==> config.mk <==
export PLATFORM = sky130hd
export DESIGN_NAME = mf_median
export DESIGN_NICKNAME = d
export VERILOG_FILES = /design/src/rtl/mf_pkg.sv /design/src/rtl/mf_median.sv
export SDC_FILE = /design/constraint.sdc
export NUM_CORES = 1
export LEC_CHECK = 0
export BUFFER_PORTS_ARGS = -buffer_cell sky130_fd_sc_hd__buf_2
export CAP_MARGIN = 10
export CORE_AREA = 2 2 155 111
export CTS_BUF_LIST = sky130_fd_sc_hd__clkbuf_4 sky130_fd_sc_hd__clkbuf_8
export DETAILED_ROUTE_END_ITERATION = 8
export DIE_AREA = 0 0 157 113
export PLACE_DENSITY = 0.73
export SLEW_MARGIN = 0
export SYNTH_ARGS = -nofsm -noshare
export SYNTH_HDL_FRONTEND = slang
export SYNTH_SLANG_ARGS = --single-unit
==> constraint.sdc <==
create_clock -name i_clk -period 9.4 [get_ports i_clk]
set_input_delay 1.41 -clock i_clk [delete_from_list [all_inputs] [get_ports i_clk]]
set_output_delay 1.41 -clock i_clk [all_outputs]
set_load 0.005 [all_outputs]
==> src/rtl/mf_pkg.sv <==
// Shared types, constants and register codes of the 3x3 median filter.
package mf_pkg;

    // Field and register widths
    localparam int PIX_W  = 8;
    localparam int DIM_W  = 12;
    localparam int CELLS  = 9;

    // Size limits and register reset values
    localparam int MAX_WIDTH_DEF  = 2048;
    localparam int MAX_HEIGHT_DEF = 2048;
    localparam int DIM_RESET      = 2048;

    // Sorting network stages of the median unit
    localparam int MED_LAT = 3;

    // Result queue depth, a power of two
    localparam int OUTQ_DEPTH = 16;

    // Configuration port
    localparam int APB_AW      = 3;
    localparam int APB_DW      = 32;
    localparam int REG_SEL_BIT = 2;

    // Register indexes
    localparam logic REG_WIDTH  = 1'b0;
    localparam logic REG_HEIGHT = 1'b1;

    // Item kinds
    localparam logic MODE_PIXEL = 1'b0;
    localparam logic MODE_FLUSH = 1'b1;

    typedef logic [PIX_W-1:0] t_pix;

    // 3x3 window, cell index is row * 3 + column
    typedef t_pix [CELLS-1:0] t_cells;

    typedef struct packed {
        logic mode;
        t_pix pixel;
    } t_in;

    typedef struct packed {
        t_pix median;
        logic end_of_row;
        logic end_of_image;
    } t_out;

    // Up to two results written into the result queue per cycle, first lane first
    typedef struct packed {
        logic en1;
        logic en2;
        t_out res1;
        t_out res2;
    } t_push;

endpackage

==> src/rtl/mf_median.sv <==
// Pipelined median-of-nine sorting network, three register stages.
module mf_median (
    input  logic           i_clk,
    input  mf_pkg::t_cells i_cells,
    output mf_pkg::t_pix   o_median
);

    function automatic logic [3*mf_pkg::PIX_W-1:0] sort3(
        mf_pkg::t_pix a, mf_pkg::t_pix b, mf_pkg::t_pix c);
        mf_pkg::t_pix x;
        mf_pkg::t_pix y;
        mf_pkg::t_pix z;
        mf_pkg::t_pix t;
        begin
            x = a;
            y = b;
            z = c;
            if (x > y) begin
                t = x; x = y; y = t;
            end
            if (y > z) begin
                t = y; y = z; z = t;
            end
            if (x > y) begin
                t = x; x = y; y = t;
            end
            return {z, y, x};
        end
    endfunction

    function automatic mf_pkg::t_pix min2(mf_pkg::t_pix a, mf_pkg::t_pix b);
        return (a < b) ? a : b;
    endfunction

    function automatic mf_pkg::t_pix max2(mf_pkg::t_pix a, mf_pkg::t_pix b);
        return (a > b) ? a : b;
    endfunction

    function automatic mf_pkg::t_pix med3(
        mf_pkg::t_pix a, mf_pkg::t_pix b, mf_pkg::t_pix c);
        return max2(min2(a, b), min2(max2(a, b), c));
    endfunction

    mf_pkg::t_pix r_lo [3];
    mf_pkg::t_pix r_mi [3];
    mf_pkg::t_pix r_hi [3];
    mf_pkg::t_pix r_max_lo;
    mf_pkg::t_pix r_med_mi;
    mf_pkg::t_pix r_min_hi;
    mf_pkg::t_pix r_med;

    // Stage 1: sort each window row
    always_ff @(posedge i_clk) begin
        for (int i = 0; i < 3; i++) begin
            {r_hi[i], r_mi[i], r_lo[i]} <=
                sort3(i_cells[i*3], i_cells[i*3+1], i_cells[i*3+2]);
        end
    end

    // Stage 2: largest low, middle of middles, smallest high
    always_ff @(posedge i_clk) begin
        r_max_lo <= max2(max2(r_lo[0], r_lo[1]), r_lo[2]);
        r_med_mi <= med3(r_mi[0], r_mi[1], r_mi[2]);
        r_min_hi <= min2(min2(r_hi[0], r_hi[1]), r_hi[2]);
    end

    // Stage 3: median of the three survivors
    always_ff @(posedge i_clk) begin
        r_med <= med3(r_max_lo, r_med_mi, r_min_hi);
    end

    assign o_median = r_med;

endmodule

==> results of run 1 <==
-- routing by layer --
| layer | wire [um] | vias up |
|---|---|---|
| met2 | 9250 | 209 |
| li1 | - | 3941 |
| met5 | 0 | - |
| met3 | 1510 | 10 |
| met1 | 11400 | 3531 |
| met4 | 107 | 0 |
-- cell type report --
| cell class | count | area [um^2] |
|---|---|---|
| fillers | 1471 | 6570 |
| multi-input cells | 811 | 6170 |
| flip-flops and latches | 104 | 2080 |
| inverters | 122 | 458 |
| repair buffers | 82 | 415 |
| well taps | 225 | 282 |
| clock buffers | 10 | 131 |
| clock inverters | 6 | 42.5 |
-- final timing paths --
kind | slack (ps) | cells after the start | to | start
setup / recovery | 2220 | 23 | r_mi[5] | i_cells[59]
setup reg to reg | 3450 | 21 | o_median[3] | r_med_mi[1]
hold reg to reg | 480 | 1 | r_min_hi[1] | r_hi[1]
hold / removal | 480 | 1 | r_min_hi[1] | r_hi[1]
-- layout by cell type (no fill, tap or decap), types with 8 or more instances in the layout --
| cell | synthesis | routed |
|---|---|---|
| nand3_1 | 33 | 33 |
| mux2i_1 | 47 | 47 |
| clkbuf_8 | 0 | 9 |
| or3_1 | 8 | 8 |
| o21ai_0 | 40 | 40 |
| buf_2 | 6 | 80 |
| nand2_1 | 73 | 73 |
| nand4_1 | 10 | 10 |
| nor3_1 | 16 | 16 |
| o22ai_1 | 24 | 24 |
| mux2_2 | 80 | 80 |
| ha_1 | 148 | 148 |
| dfxtp_1 | 104 | 104 |
| a21o_1 | 26 | 26 |
| inv_1 | 122 | 122 |
| nor2b_1 | 10 | 10 |
| a21oi_1 | 96 | 96 |
| o21a_1 | 8 | 8 |
| o221a_2 | 15 | 15 |
| nor2_1 | 99 | 99 |
| o21ai_1 | 12 | 12 |
-- cells by family (layout without fill, tap and decap cells) --
| family | count (synthesis) | after routing | share of synthesized area, % |
|---|---|---|---|
| muxes | 128 | 128 | 15.7 |
| adders and majority gates | 148 | 148 | 21.0 |
| DFF | 104 | 104 | 23.6 |
| AOI/OAI and AO/OA | 263 | 263 | 19.1 |
| buffers and inverters | 147 | 220 | 6.44 |
| and+or+nand+nor | 272 | 272 | 14.1 |
-- per-stage QoR --
stage | cell area [um^2] | setup slack (ps)
detailed placement | 9400 | 2010
CTS | 9580 | 2380
global route | 9580 | 1840
global placement | 9400 | 2090
floorplan | 8810 | 3020
finish | 9580 | 2220
-- registers in the layout, summed over array words and instances (netlist names) --
register and cells:
r_hi 24, r_lo 24, r_mi 24, o_median 8
r_max_lo 8, r_med_mi 8, r_min_hi 8
-- critical path: stages --
cell and delay, ps:
buf_2 120, inv_1 60, ha_1 300, a21o_1 190, a21oi_1 190, a21oi_1 110, o21bai_2 110, buf_4 320
mux2_2 410, ha_1 300, a21o_1 160, a21oi_1 250, o2111ai_1 220, nand2_1 940, mux2i_1 290, ha_1 280
a21o_1 160, a21oi_1 220, o2111ai_1 200, and2_1 230, mux2i_1 620, o22ai_1 180, nor2_1 200
==> results.json, run 1 <==
{
  "hp-class": "register to register",
  "grt_util_met3_pct": 4.37,
  "synth-seq-cells": 104,
  "drive_gt1_share_pct": 18.6,
  "synthTopCellsByArea": "dfxtp_1 24%, ha_1 21%, mux2_2 10%",
  "path_clk_slew_ps": 100,
  "syn_inst": 1062,
  "async_flop_share_pct": 0,
  "grtUsageMet2_pct": 36.8,
  "worst-path-max-fanout": 35,
  "status": "complete, no violations",
  "first_pass_iters": 5,
  "grt_use_total_pct": 25.8,
  "synthFlopType": "dfxtp_1",
  "clkSinkCount": 104,
  "yosysMostFrequentCell": "ha_1",
  "routedWlPerCell_um": 16.4,
  "use_met1_pct": 41.1,
  "setup_viol_count_final": 0,
  "drt_iter0_drc": 586,
  "synth_cell_types": 55,
  "area.growth.synth_to_final_pct": 8.81,
  "finalCritPeriodShare_pct": 76.3,
  "syn_area_um2": 8810,
  "cts_tree": "yes",
  "hold_ws_ps": 481,
  "hpwl_mm": 18.4,
  "endpoint_kind": "register",
  "cts_resized": 0,
  "maxSlewHeadroom_pct": 18.5,
  "viasPerCell": 5.66,
  "ioPinCount": 81,
  "drt.antenna.violating_nets": 0,
  "setup_tns_ps": 0,
  "maxCapViolations": 0,
  "arrival_ps": 7470,
  "yosys_warnings": 0,
  "tritoncts.num_buffers": 9,
  "cp-start-kind": "input pin",
  "final-hold-violation-count": 0,
  "final_core_util_pct": 59.3,
  "clk_latency_ps": 390,
  "grt_max_degree": 36,
  "grt_overflow": 0,
  "num-nets-final": 1351,
  "synth_common_cells": "148 x ha_1, 122 x inv_1, 104 x dfxtp_1",
  "cts_hold_buf": 0,
  "dieArea_um2": 17700,
  "fmax_mhz": 139,
  "htreeDepth": 3,
  "grt_pass1_vias": 7106,
  "syn_nets": 1283,
  "final_max_slew_viol_count": 0,
  "worstSetupPathType": "input pin to register",
  "layoutNonFillerInstCount": 1360,
  "fp.dieW_um": 157,
  "grt_pass1_wl_mm": 36.3,
  "ys_seq_area_share_pct": 23.6,
  "port_buffers": 80,
  "num_rows": 39,
  "antennaDiodeCount": 0,
  "final.min_clock_period_ps": 7180,
  "die_h_um": 113,
  "clockBufferDepth": 2,
  "start_util_pct": 54.5,
  "routed_wl_mm": 22.3,
  "num_vias": 7691,
  "core_region_area_um2": 16200,
  "worst_slew_pin_slew_ps": 1220,
  "synth_top_area_share_pct": 23.6,
  "cts_root_buf": "clkbuf_8",
  "drc": 0,
  "yosysTopAreaCell": "dfxtp_1",
  "antenna_found_initial": 0,
  "dp_cells": 1344,
  "synth_edf_count": 0,
  "clock_skew_ps": 15.7,
  "cp_data_required_time_ps": 9690,
  "avgSynthCellArea_um2": 8.29,
  "place_congestion": 0.979,
  "rsz0062_at_grt": "false",
  "top_usage_layer": "met1",
  "post_cts_buffers": 0
}
Power of run 1 is not shown: default switching activity piles up to over one toggle a cycle in this logic, so the estimate is an artifact.
==> inputs of run 2 (changes only) <==
clock period = 7 ns   (was 9.4 ns; I/O delays follow)
==> run 2 against run 1 <==
  * Sequential cell count is the same
  * Non-clock buffer count grew 11
  * Critical path type unchanged
  * Via count shrank 0.17%
==> results.json, run 2 (synthesis results as in run 1) <==
{
  "finalCritPeriodShare_pct": 90.2,
  "worst_slew_pin_slew_ps": 986,
  "antenna_found_initial": 0,
  "final_common_cell": "ha_1",
  "port_buffers": 80,
  "ioPinCount": 81,
  "cts_hold_buf": 0,
  "dieArea_um2": 17700,
  "area.growth.synth_to_final_pct": 10.0,
  "arrival_ps": 6640,
  "grt_max_degree": 31,
  "num_rows": 39,
  "clkSinkCount": 104,
  "rr_startpoint": "r_med_mi[4]",
  "first_pass_iters": 5,
  "hpwl_mm": 18.5,
  "htreeDepth": 3,
  "rsz0062_at_grt": "false",
  "antennaDiodeCount": 0,
  "drc": 0,
  "maxCapViolations": 0,
  "reg2reg_slack_ps": 1500,
  "final_max_slew_viol_count": 0,
  "grt_pass1_wl_mm": 36.7,
  "routed_wl_mm": 22.4,
  "path_clk_slew_ps": 100,
  "crit_start": "i_cells[14]",
  "cts_tree": "yes",
  "post_cts_buffers": 0,
  "clockBufferDepth": 2,
  "r2r_end": "o_median[0]",
  "m1WireLength_mm": 11.4,
  "clk_latency_ps": 390,
  "min_to": "r_max_lo[1]",
  "cts_root_buf": "clkbuf_8",
  "drt.antenna.violating_nets": 0,
  "setup_tns_ps": 0,
  "num_vias": 7678,
  "maxSlewHeadroom_pct": 32.4,
  "worst-path-max-fanout": 21,
  "endpoint_kind": "register",
  "fin_ws_ps": 683,
  "grt_overflow": 0,
  "grt_use_total_pct": 26.0,
  "status": "complete, no violations",
  "hp-class": "register to register",
  "final_cell_mix": "148 x ha_1, 122 x inv_1, 104 x dfxtp_1, 99 x nor2_1, 96 x a21oi_1",
  "setup_viol_count_final": 0,
  "clock_skew_ps": 14.3,
  "grt_pass1_vias": 7188,
  "die_h_um": 113,
  "fp.dieW_um": 157,
  "viasPerCell": 5.60,
  "drive_gt1_share_pct": 19.3,
  "reg2reg_depth": 23,
  "final-hold-violation-count": 0,
  "core_region_area_um2": 16200,
  "final.min_clock_period_ps": 6320,
  "hp-start": "r_lo[1]",
  "fmax_mhz": 158,
  "met2_length_mm": 9.00,
  "topRoutingLayerUsed": "met4",
  "place_congestion": 0.923,
  "fillers": 1425,
  "cp_data_required_time_ps": 7330,
  "start_util_pct": 54.5,
  "cp-start-kind": "input pin",
  "worstSetupPathType": "input pin to register",
  "num-nets-final": 1362,
  "cts_resized": 0,
  "min_path_cells": 1,
  "drt_iter0_drc": 618,
  "route.met3.wl_mm": 1.89,
  "routedWlPerCell_um": 16.3,
  "tritoncts.num_buffers": 9,
  "dpl_worst_slack_ps": 421
}
-- run 2: cell count changes in the layout (fill, tap and decap cells not counted), sizes merged --
cell    previous run  this run
buf               82        93
clkbuf            10        12
inv              124       122
bufinv             0         1
clkinv             2         1
-- run 2: metrics by stage --
stage	utilization (%)	hold WS, ps	cells	cell area (um^2)
2_1_floorplan	-	431	1062	8810
3_3_place_gp	58.7	482	1355	9480
3_5_place_dp	58.7	484	1355	9480
4_1_cts	60.0	497	1371	9690
5_1_grt	60.0	517	1371	9690
6_report	60.0	492	1371	9690
-- run 2: per-layer routing --
metal,GRT usage [%],vias to the layer above
li1,-,3965
met1,38.9,3474
met2,38.0,222
met3,6.78,17
met4,4.10,0
met5,0,-
-- run 2: layout make-up --
| cell class | count | area [um^2] | area share [%] |
|---|---|---|---|
| clock buffer | 12 | 153 | 1.58 |
| multi-input combinational | 811 | 6160 | 63.6 |
| clock inverter | 4 | 53.8 | 0.555 |
| inverter | 122 | 458 | 4.73 |
| timing repair buffer | 93 | 498 | 5.14 |
| tap | 225 | 282 | 2.91 |
| sequential | 104 | 2080 | 21.5 |
-- run 2: worst max-delay path by stage --
stage	endpoint	slack (ps)	depth (start not counted)
floorplan	r_lo[0]	980	27
global placement	r_mi[16]	510	22
detailed placement	r_mi[16]	420	22
CTS	r_mi[16]	790	22
global route	r_mi[23]	350	22
finish	r_mi[16]	680	22
-- run 2: worst max-delay path, stage by stage --
cell       delay, ps
buf_2            120
inv_1             60
ha_1             280
a21o_1           180
a21oi_1          230
o211ai_1         120
nand2_1          350
mux2_2           420
ha_1             300
a21o_1           180
a21oi_1          220
o2111ai_1        230
nand2_2          410
mux2i_1          260
ha_1             260
a21o_1           180
a21oi_1          220
o2111ai_1        190
and2_1           220
mux2i_1          780
o22ai_1          220
nor2_1           150
Power of run 2 is left out for the same reason.
