**src/rtl/mf_pkg.sv**
```systemverilog
// Shared types, constants and register codes of the 3x3 median filter.
package mf_pkg;

    // Field and register widths
    localparam int PIX_W  = 8;
    localparam int DIM_W  = 12;
    localparam int CELLS  = 9;

    // Size limits and register reset values
    localparam int MAX_WIDTH_DEF  = 2048;
    localparam int MAX_HEIGHT_DEF = 2048;
    localparam int DIM_RESET      = 2048;

    // Sorting network stages of the median unit
    localparam int MED_LAT = 3;

    // Result queue depth, a power of two
    localparam int OUTQ_DEPTH = 16;

    // Configuration port
    localparam int APB_AW      = 3;
    localparam int APB_DW      = 32;
    localparam int REG_SEL_BIT = 2;

    // Register indexes
    localparam logic REG_WIDTH  = 1'b0;
    localparam logic REG_HEIGHT = 1'b1;

    // Item kinds
    localparam logic MODE_PIXEL = 1'b0;
    localparam logic MODE_FLUSH = 1'b1;

    typedef logic [PIX_W-1:0] t_pix;

    // 3x3 window, cell index is row * 3 + column
    typedef t_pix [CELLS-1:0] t_cells;

    typedef struct packed {
        logic mode;
        t_pix pixel;
    } t_in;

    typedef struct packed {
        t_pix median;
        logic end_of_row;
        logic end_of_image;
    } t_out;

    // Up to two results written into the result queue per cycle, first lane first
    typedef struct packed {
        logic en1;
        logic en2;
        t_out res1;
        t_out res2;
    } t_push;

endpackage

```
**src/rtl/mf_outq.sv**
```systemverilog
// Result queue: up to two writes and one read per cycle.
module mf_outq #(
    parameter int DEPTH = mf_pkg::OUTQ_DEPTH
) (
    input  logic                       i_clk,
    input  logic                       i_rst_n,
    input  mf_pkg::t_push              i_push,
    output logic [$clog2(DEPTH+1)-1:0] o_count,
    output logic                       o_valid,
    output mf_pkg::t_out               o_data,
    input  logic                       i_stall
);

    localparam int PW = $clog2(DEPTH);
    localparam int CW = $clog2(DEPTH + 1);

    mf_pkg::t_out r_mem [DEPTH];
    logic [PW-1:0] r_wp;
    logic [PW-1:0] r_rp;
    logic [CW-1:0] r_count;
    logic [PW-1:0] n_wp2;
    logic          pop;

    assign n_wp2 = r_wp + PW'(i_push.en1);
    assign pop   = o_valid && !i_stall;

    // Entry storage, second lane lands behind the first
    always_ff @(posedge i_clk) begin
        if (i_push.en1) begin
            r_mem[r_wp] <= i_push.res1;
        end
        if (i_push.en2) begin
            r_mem[n_wp2] <= i_push.res2;
        end
    end

    // Pointers and fill level
    always_ff @(posedge i_clk) begin
        if (!i_rst_n) begin
            r_wp    <= '0;
            r_rp    <= '0;
            r_count <= '0;
        end else begin
            r_wp    <= n_wp2 + PW'(i_push.en2);
            r_rp    <= r_rp + PW'(pop);
            r_count <= r_count + CW'(i_push.en1) + CW'(i_push.en2) - CW'(pop);
        end
    end

    assign o_count = r_count;
    assign o_valid = r_count != '0;
    assign o_data  = r_mem[r_rp];

endmodule

```
**config.mk**
```make
export PLATFORM = sky130hd
export DESIGN_NAME = mf_outq
export DESIGN_NICKNAME = d
export VERILOG_FILES = /design/src/rtl/mf_pkg.sv /design/src/rtl/mf_outq.sv
export SDC_FILE = /design/constraint.sdc
export NUM_CORES = 1
export LEC_CHECK = 0
export BUFFER_PORTS_ARGS = -buffer_cell sky130_fd_sc_hd__clkbuf_2
export CAP_MARGIN = 20
export CORE_MARGIN = 2
export CORE_UTILIZATION = 58
export CTS_BUF_LIST = sky130_fd_sc_hd__clkbuf_4
export DETAILED_ROUTE_END_ITERATION = 10
export PLACE_DENSITY = 0.84
export REMOVE_ABC_BUFFERS = 1
export SYNTH_ARGS = -nofsm -noshare
export SYNTH_HDL_FRONTEND = slang
export SYNTH_SLANG_ARGS = --single-unit
```
**constraint.sdc**
```tcl
create_clock -name i_clk -period 2.5 [get_ports i_clk]
set_input_delay 0.125 -clock i_clk [delete_from_list [all_inputs] [get_ports i_clk]]
set_output_delay 0.125 -clock i_clk [all_outputs]
set_load 0.1 [all_outputs]
```
==> impl_metrics.csv, run 1 <==
group,metric,value,unit
run_status,status,"finished with violations",
run_status,violations,"negative setup slack",
worst_setup_path,crit_type,"reg -> out",
grt,grt_pass1_wl,35.5,mm
yosys,synth_top_family_by_area,"multiplexers",
worst_setup_path,required,2.38,ns
routing,wl_per_cell,26.8,um
routing,route.detailed.drc,0,
yosys,synth_area,0.00915,mm2
yosys,ys.flop_type,"edfxtp_1",
grt,met3_usage,0.0690,
layout,layout-drive-gt1-share,0.517,
clocking,clk_latency,0.58,ns
sta,setup_viol,1,
worst_setup_path,cp.arrival,2.38,ns
worst_setup_path,crit_path_max_fanout,13,
layout,final_util,0.684,
sta,setup_ws,-0.00642,ns
sta,finalMaxSlewViolations,0,
routing,dr.pass1.iters,5,
floorplan,initial_utilization,0.597,
layout,fin_cells,874,
routing,ant_nets,0,
routing,dr_total_vias,5906,
grt,top_usage_layer,"met2",
grt,grt_overflow,0,
worst_setup_path,crit_end,"o_data[9]",
placement,portBuffers,40,
grt,track_usage,0.293,
grt,use_met2,0.478,
routing,vias_per_cell,6.76,
sta,hold_viol,0,
layout,fin_nets,691,
clocking,cts-root-buf,"clkbuf_4",
worst_setup_path,r2r_slack,0.08,ns
worst_setup_path,r2r_end,"r_mem[8][0]",
placement,routabilityCongestion,0.854,
grt,grt_max_degree,41,
sta,maxClockFrequency,399,MHz
yosys,synth_top_area_frac,0.525,
sta,relSlewSlack,0.508,
pwr,power_density,847,mW/mm2
grt,grt_pass1_vias,6045,
clocking,htree_num_levels,4,
grt,antenna_found_initial,1,
sta,fin_crit,2.51,ns
sta,skew,0.0140,ns
job,maxCapViolCount,0,
floorplan,die_w,130,um
yosys,async_flop_share,0,
worst_setup_path,cp-start-kind,"register",
pwr,vdd_ir_drop_max,1.67,mV
floorplan,rows,45,
yosys,muxShareOfSynthArea,0.254,
sta,tightest_slew,0.739,ns
floorplan,core_area,0.0153,mm2
worst_setup_path,reg2reg_depth,7,
placement,dp_cells,832,
clocking,clock_sinks,173,
yosys,ys_warn_count,0,
min_path,hold_class,"in -> reg",
yosys,synth_simple_gate_area_share,0.0424,
floorplan,die_h,130,um
yosys,synth-compound-area-share,0.0944,
pwr,p_leak,3.49,nW
worst_setup_path,regToRegStartpoint,"r_wp[0]",
yosys,syn_avg_cell_area,15.7,um2
yosys,synth_largest_area_cell,"edfxtp_1",
routing,first_iter_violations,792,
worst_setup_path,critical_path.startpoint,"r_rp[0]",
clocking,cts_tree,"done",
placement,dpl.hpwl,15.1,mm
placement,post-place-ws,-0.0827,ns
grt,grtUsageMet1,0.377,
layout,syn2layout_area_growth,14.5,%
yosys,ys_types,50,
sta,fin_crit_sh,1.00,
sta,rsz0062_at_grt,"yes",
clocking,clk_path_buf_depth,2,
clocking,cts_made_buffers,17,
yosys,synthAdderAreaFrac,0.0194,
yosys,synth-edff-count,160,
yosys,synthCells,583,
yosys,yosysSeqAreaShare,0.554,
floorplan,top_level_ports,41,
yosys,ys_seq_elements,173,
layout,num-fill-cells,1039,
yosys,synthTopCellsByArea,"edfxtp_1, mux2_2, mux4_2, o2bb2ai_1, mux2_4",
routing,wl,23.5,mm
floorplan,die-area,0.0168,mm2
clocking,clk_pin_slew_worst_paths,0.12,ns
yosys,synth-xor-area-share,0.00766,
worst_setup_path,setup.worst_path.end_class,"output pin",
==> per-layer routing <==
layer	routed length [um]	part of all wire
met1	8560	0.36
met2	11800	0.50
met3	2160	0.092
met4	906	0.039
met5	0	0
==> cell type report <==
cell class | count | area [um2] | share of cell area
flip-flops and latches | 173 | 5070 | 0.484
repair buffers | 100 | 955 | 0.0912
multi-input cells | 352 | 3950 | 0.377
clock buffers | 23 | 173 | 0.0165
clock inverters | 5 | 22.5 | 0.00215
diodes | 1 | 2.50 | 0.000239
well taps | 211 | 264 | 0.0252
inverters | 9 | 33.8 | 0.00323
==> synthesized netlist by cell type, drive strengths merged, types with 2 or more instances <==
cell type,number
a21bo,3
a21oi,9
a22oi,20
and2,8
buf,22
clkbuf,27
dfxtp,13
edfxtp,160
fa,2
ha,11
inv,9
mux2,120
mux4,40
nand2,24
nand2b,4
nand3,5
nand3b,4
nor2,14
nor2b,4
o21ai,9
o22ai,10
o2bb2ai,40
or2,3
or3,3
xnor2,4
xor2,4
==> cell families after synthesis <==
group / count (synthesis)
simple gates: 74
compound gates: 97
fa+ha+maj: 13
flops: 173
xor+xnor: 8
buf+inv: 58
mux: 160
==> registers in the layout, summed over array words and instances, names as in the netlist <==
signal / cells
r_mem: 160
o_count: 5
r_rp: 4
r_wp: 4
==> power breakdown <==
part | internal (mW) | total (mW) | switching, mW
registers | 3.43 | 3.54 | 0.117
logic | 1.66 | 4.02 | 2.36
clock network | 0.425 | 1.31 | 0.883
total | 5.51 | 8.87 | 3.36
==> repair_timing <==
item / CTS / global route
setup buffers: 1 / 8
endpoints found under the setup margin: 11 / 13
gates resized for setup: 19 / 22
hold buffers: 3 / 0
pin swaps: 2 / 12
hold endpoints to repair: 13 / 0
gates cloned: 1 / 1
==> worst max-delay path, stage by stage, from the launching register on <==
cell and delay (ns):
dfxtp_4 0.46, buf_12 0.19, mux4_2 0.54, a22oi_2 0.30, nand2_2 0.12, buf_12 0.19
==> how the worst min path moves through the flow <==
stage               start      endpoint  cells after the start
5_1_grt         i_push[7]   r_mem[4][7]                      2
2_1_floorplan     i_rst_n    o_count[1]                      1
6_report       i_push[11]  r_mem[11][1]                      2
3_3_place_gp      i_rst_n    o_count[1]                      2
4_1_cts           i_stall       r_rp[0]                      4
3_5_place_dp      i_rst_n       r_wp[0]                      2
==> per-stage QoR <==
| step | total power [mW] | hold WS (ns) | setup TNS (ns) | instance area, um2 |
|---|---|---|---|---|
| 6_report | 8.87 | 0.0776 | -0.00642 | 10500 |
| 5_1_grt | 9.18 | 0.0817 | -0.200 | 10500 |
| 2_1_floorplan | 6.04 | 0.247 | -33.57 | 8920 |
| 3_5_place_dp | 7.24 | 0.413 | -0.0827 | 9990 |
| 3_3_place_gp | 7.12 | 0.405 | 0 | 9990 |
| 4_1_cts | 8.68 | 0.0441 | 0 | 10300 |
==> cells in the final DEF (no fill, tap or decap), drive strengths merged, types with 2 or more instances in the layout <==
| master | synthesis | layout |
|---|---|---|
| a21bo | 3 | 3 |
| a21oi | 9 | 9 |
| a22oi | 20 | 20 |
| and2 | 8 | 8 |
| buf | 22 | 66 |
| clkbuf | 27 | 54 |
| clkinv | 0 | 4 |
| dfxtp | 13 | 13 |
| dlygate4sd3 | 0 | 3 |
| edfxtp | 160 | 160 |
| fa | 2 | 2 |
| ha | 11 | 11 |
| inv | 9 | 9 |
| mux2 | 120 | 120 |
| mux4 | 40 | 40 |
| nand2 | 24 | 24 |
| nand2b | 4 | 4 |
| nand3 | 5 | 5 |
| nand3b | 4 | 4 |
| nor2 | 14 | 14 |
| nor2b | 4 | 4 |
| o21ai | 9 | 9 |
| o22ai | 10 | 10 |
| o2bb2ai | 40 | 40 |
| or2 | 3 | 3 |
| or3 | 3 | 3 |
| xnor2 | 4 | 4 |
| xor2 | 4 | 4 |
(Power assumes the default switching activity.)
==> inputs of run 2 (changes only) <==
Settings changed: CORE_ASPECT_RATIO set to 1.1.
==> run 2 against run 1 <==
The flow now finishes without violations. Clock power grew 24%. Clock-buffer cell count shrank 5. Hold slack gained 0.0093 ns. Flip-flop and latch count is the same. Sequential power is essentially flat. Via count shrank 2.2%. Die area is essentially flat. Routed wire length shrank 1.6%. Cell count shrank 1.3%. Combinational power shrank 3%. Cell area shrank 0.17%. Critical path type is now reg -> reg.
==> impl_metrics.csv, run 2 (synthesized netlist as in run 1, its figures left out) <==
group,metric,value,unit
pwr,p_clk_frac,0.179,
job,maxCapViolCount,0,
floorplan,die-area,0.0168,mm2
clocking,cts_made_buffers,17,
pwr,p_switching,3.39,mW
worst_setup_path,critical_path.startpoint,"r_wp[0]",
layout,mostFrequentLayoutCell,"edfxtp_1",
floorplan,die_h,136,um
min_path,hold_class,"in -> reg",
layout,top_register,"r_mem",
layout,final_cell_mix,"edfxtp_1, mux2_2, buf_4",
worst_setup_path,required,2.83,ns
grt,grt_pass1_wl,34.3,mm
clocking,clk_pin_slew_worst_paths,0.14,ns
sta,finalMaxSlewViolations,0,
pwr,p_sw_frac,0.374,
sta,rsz0062_at_grt,"yes",
sta,setup_viol,0,
routing,first_iter_violations,710,
sta,hold_viol,0,
pwr,p_leak,3.48,nW
clocking,clock_sinks,173,
layout,syn2layout_area_growth,14.3,%
pwr,vdd_ir_drop_max,1.39,mV
min_path,hp-start,"i_stall",
floorplan,die_w,124,um
floorplan,initial_utilization,0.588,
grt,grtUsageMet1,0.349,
sta,fin_hold_ws,0.0870,ns
sta,fin_crit,2.44,ns
layout,layout-drive-gt1-share,0.511,
min_path,whs_endpoint,"r_rp[0]",
worst_setup_path,slowest_stage,"a32oi_4",
worst_setup_path,setup.worst_path.end_class,"register",
grt,use_met2,0.488,
floorplan,core_area,0.0156,mm2
clocking,cts-root-buf,"clkbuf_4",
worst_setup_path,cpMostUsedCell,"ha_1",
sta,skew,0.0154,ns
layout,fin_nets,689,
pwr,internal_power,5.68,mW
worst_setup_path,critPathTopFamily,"simple AND/OR/NAND/NOR gates",
grt,top_usage_layer,"met2",
worst_setup_path,cp_num_buf_inv,1,
run_status,status,"finished clean",
clocking,htree_num_levels,4,
routing,wl,23.1,mm
floorplan,top_level_ports,41,
pwr,seqPwrFrac,0.390,
worst_setup_path,cp-start-kind,"register",
routing,ant_nets,0,
min_path,min_path_cells,4,
sta,fin_crit_sh,0.977,
pwr,pwr-share-comb,0.431,
worst_setup_path,crit_type,"reg -> reg",
worst_setup_path,max_stage_delay,0.38,ns
layout,largest_reg_flops,160,
sta,maxClockFrequency,410,MHz
routing,vias_per_cell,6.70,
routing,dr_total_vias,5779,
worst_setup_path,reg2reg_depth,7,
grt,grt_pass1_vias,5940,
clocking,clk_latency,0.57,ns
grt,met3_usage,0.0543,
sta,tightest_slew,0.616,ns
sta,setup_tns,0,ns
pwr,power_density,867,mW/mm2
clocking,cts_tree,"done",
grt,grt_overflow,0,
placement,portBuffers,40,
sta,relSlewSlack,0.589,
routing,route.detailed.drc,0,
placement,routabilityCongestion,0.992,
placement,dpl.hpwl,15.2,mm
layout,diodes,0,
grt,antenna_found_initial,0,
floorplan,rows,48,
grt,grt_max_degree,43,
worst_setup_path,regToRegStartpoint,"r_wp[0]",
sta,setup_ws,0.0587,ns
routing,dr.pass1.iters,5,
layout,final_util,0.672,
worst_setup_path,cp.arrival,2.77,ns
placement,post-place-ws,-0.0705,ns
worst_setup_path,crit_chain,"ha_1 -> ha_1 -> and2b_2 -> a32oi_4 -> or2_4 -> buf_4 -> mux2_4",
clocking,clk_path_buf_depth,2,
grt,track_usage,0.283,
worst_setup_path,r2r_slack,0.06,ns
worst_setup_path,r2r_end,"r_mem[4][5]",
routing,wl_per_cell,26.7,um
worst_setup_path,crit_path_max_fanout,6,
==> run 2: changes by cell type in the layout (fill, tap and decap cells not counted), sizes merged <==
cell / previous run / this run
clkbuf: 54 / 51
buf: 66 / 63
clkinv: 4 / 6
diode: 1 / 0
clkinvlp: 1 / 4
dlygate4sd3: 3 / 2
bufinv: 0 / 3
==> run 2: timing repair <==
action / 4_1_cts / 5_1_grt
endpoints found under the hold margin: 12 / 0
pin swaps: 4 / 12
setup buffers: 2 / 6
cloned: 1 / 1
resized for setup: 29 / 17
hold buffers: 2 / 0
setup endpoints to repair: 11 / 32
==> run 2: worst max-delay path by stage <==
stage / endpoint / depth (start not counted)
after global routing: o_count[4] / 11
after detailed placement: o_count[4] / 11
after global placement: o_count[4] / 11
after floorplan: o_data[0] / 3
final: r_mem[4][5] / 7
after CTS: o_data[4] / 6
==> run 2: power groups by stage <==
| stage | Sequential, mW | Clock (mW) | Combinational [mW] |
|---|---|---|---|
| floorplan | 3.94 | 0 | 2.10 |
| detailed placement | 3.58 | 0 | 3.51 |
| CTS | 3.53 | 1.64 | 3.79 |
| global route | 3.56 | 1.75 | 4.08 |
| global placement | 3.57 | 0 | 3.43 |
| finish | 3.54 | 1.63 | 3.91 |
==> run 2: layer usage <==
layer / vias up / part of all wire / wire, um
met3: 86 / 0.079 / 1830
li1: 2462 / - / -
met5: - / 0 / 0
met4: 0 / 0.047 / 1080
met2: 354 / 0.52 / 11900
met1: 2877 / 0.36 / 8240
==> run 2: metrics by stage <==
step | cells | cell area (um2) | power, mW
2_1_floorplan | 534 | 8920 | 6.04
3_3_place_gp | 821 | 9850 | 7.00
3_5_place_dp | 821 | 9850 | 7.10
4_1_cts | 857 | 10300 | 8.96
5_1_grt | 863 | 10500 | 9.38
6_report | 863 | 10500 | 9.07
==> run 2: worst min-delay path: cells and delay by family <==
family                   cells  cell delay [ns]
adder cells (fa/ha/maj)      1             0.26
AND/OR/NAND/NOR              1             0.11
buffers and inverters        1             0.09
AO/OA/AOI/OAI                1             0.04
==> run 2: final cells by class <==
type                    instances  area (um2)
fillers                       987        5100
inverters                       9        33.8
flip-flops and latches        173        5070
multi-input cells             352        3930
repair buffers                 98         885
clock buffers                  18         135
well taps                     200         250
clock inverters                13         150
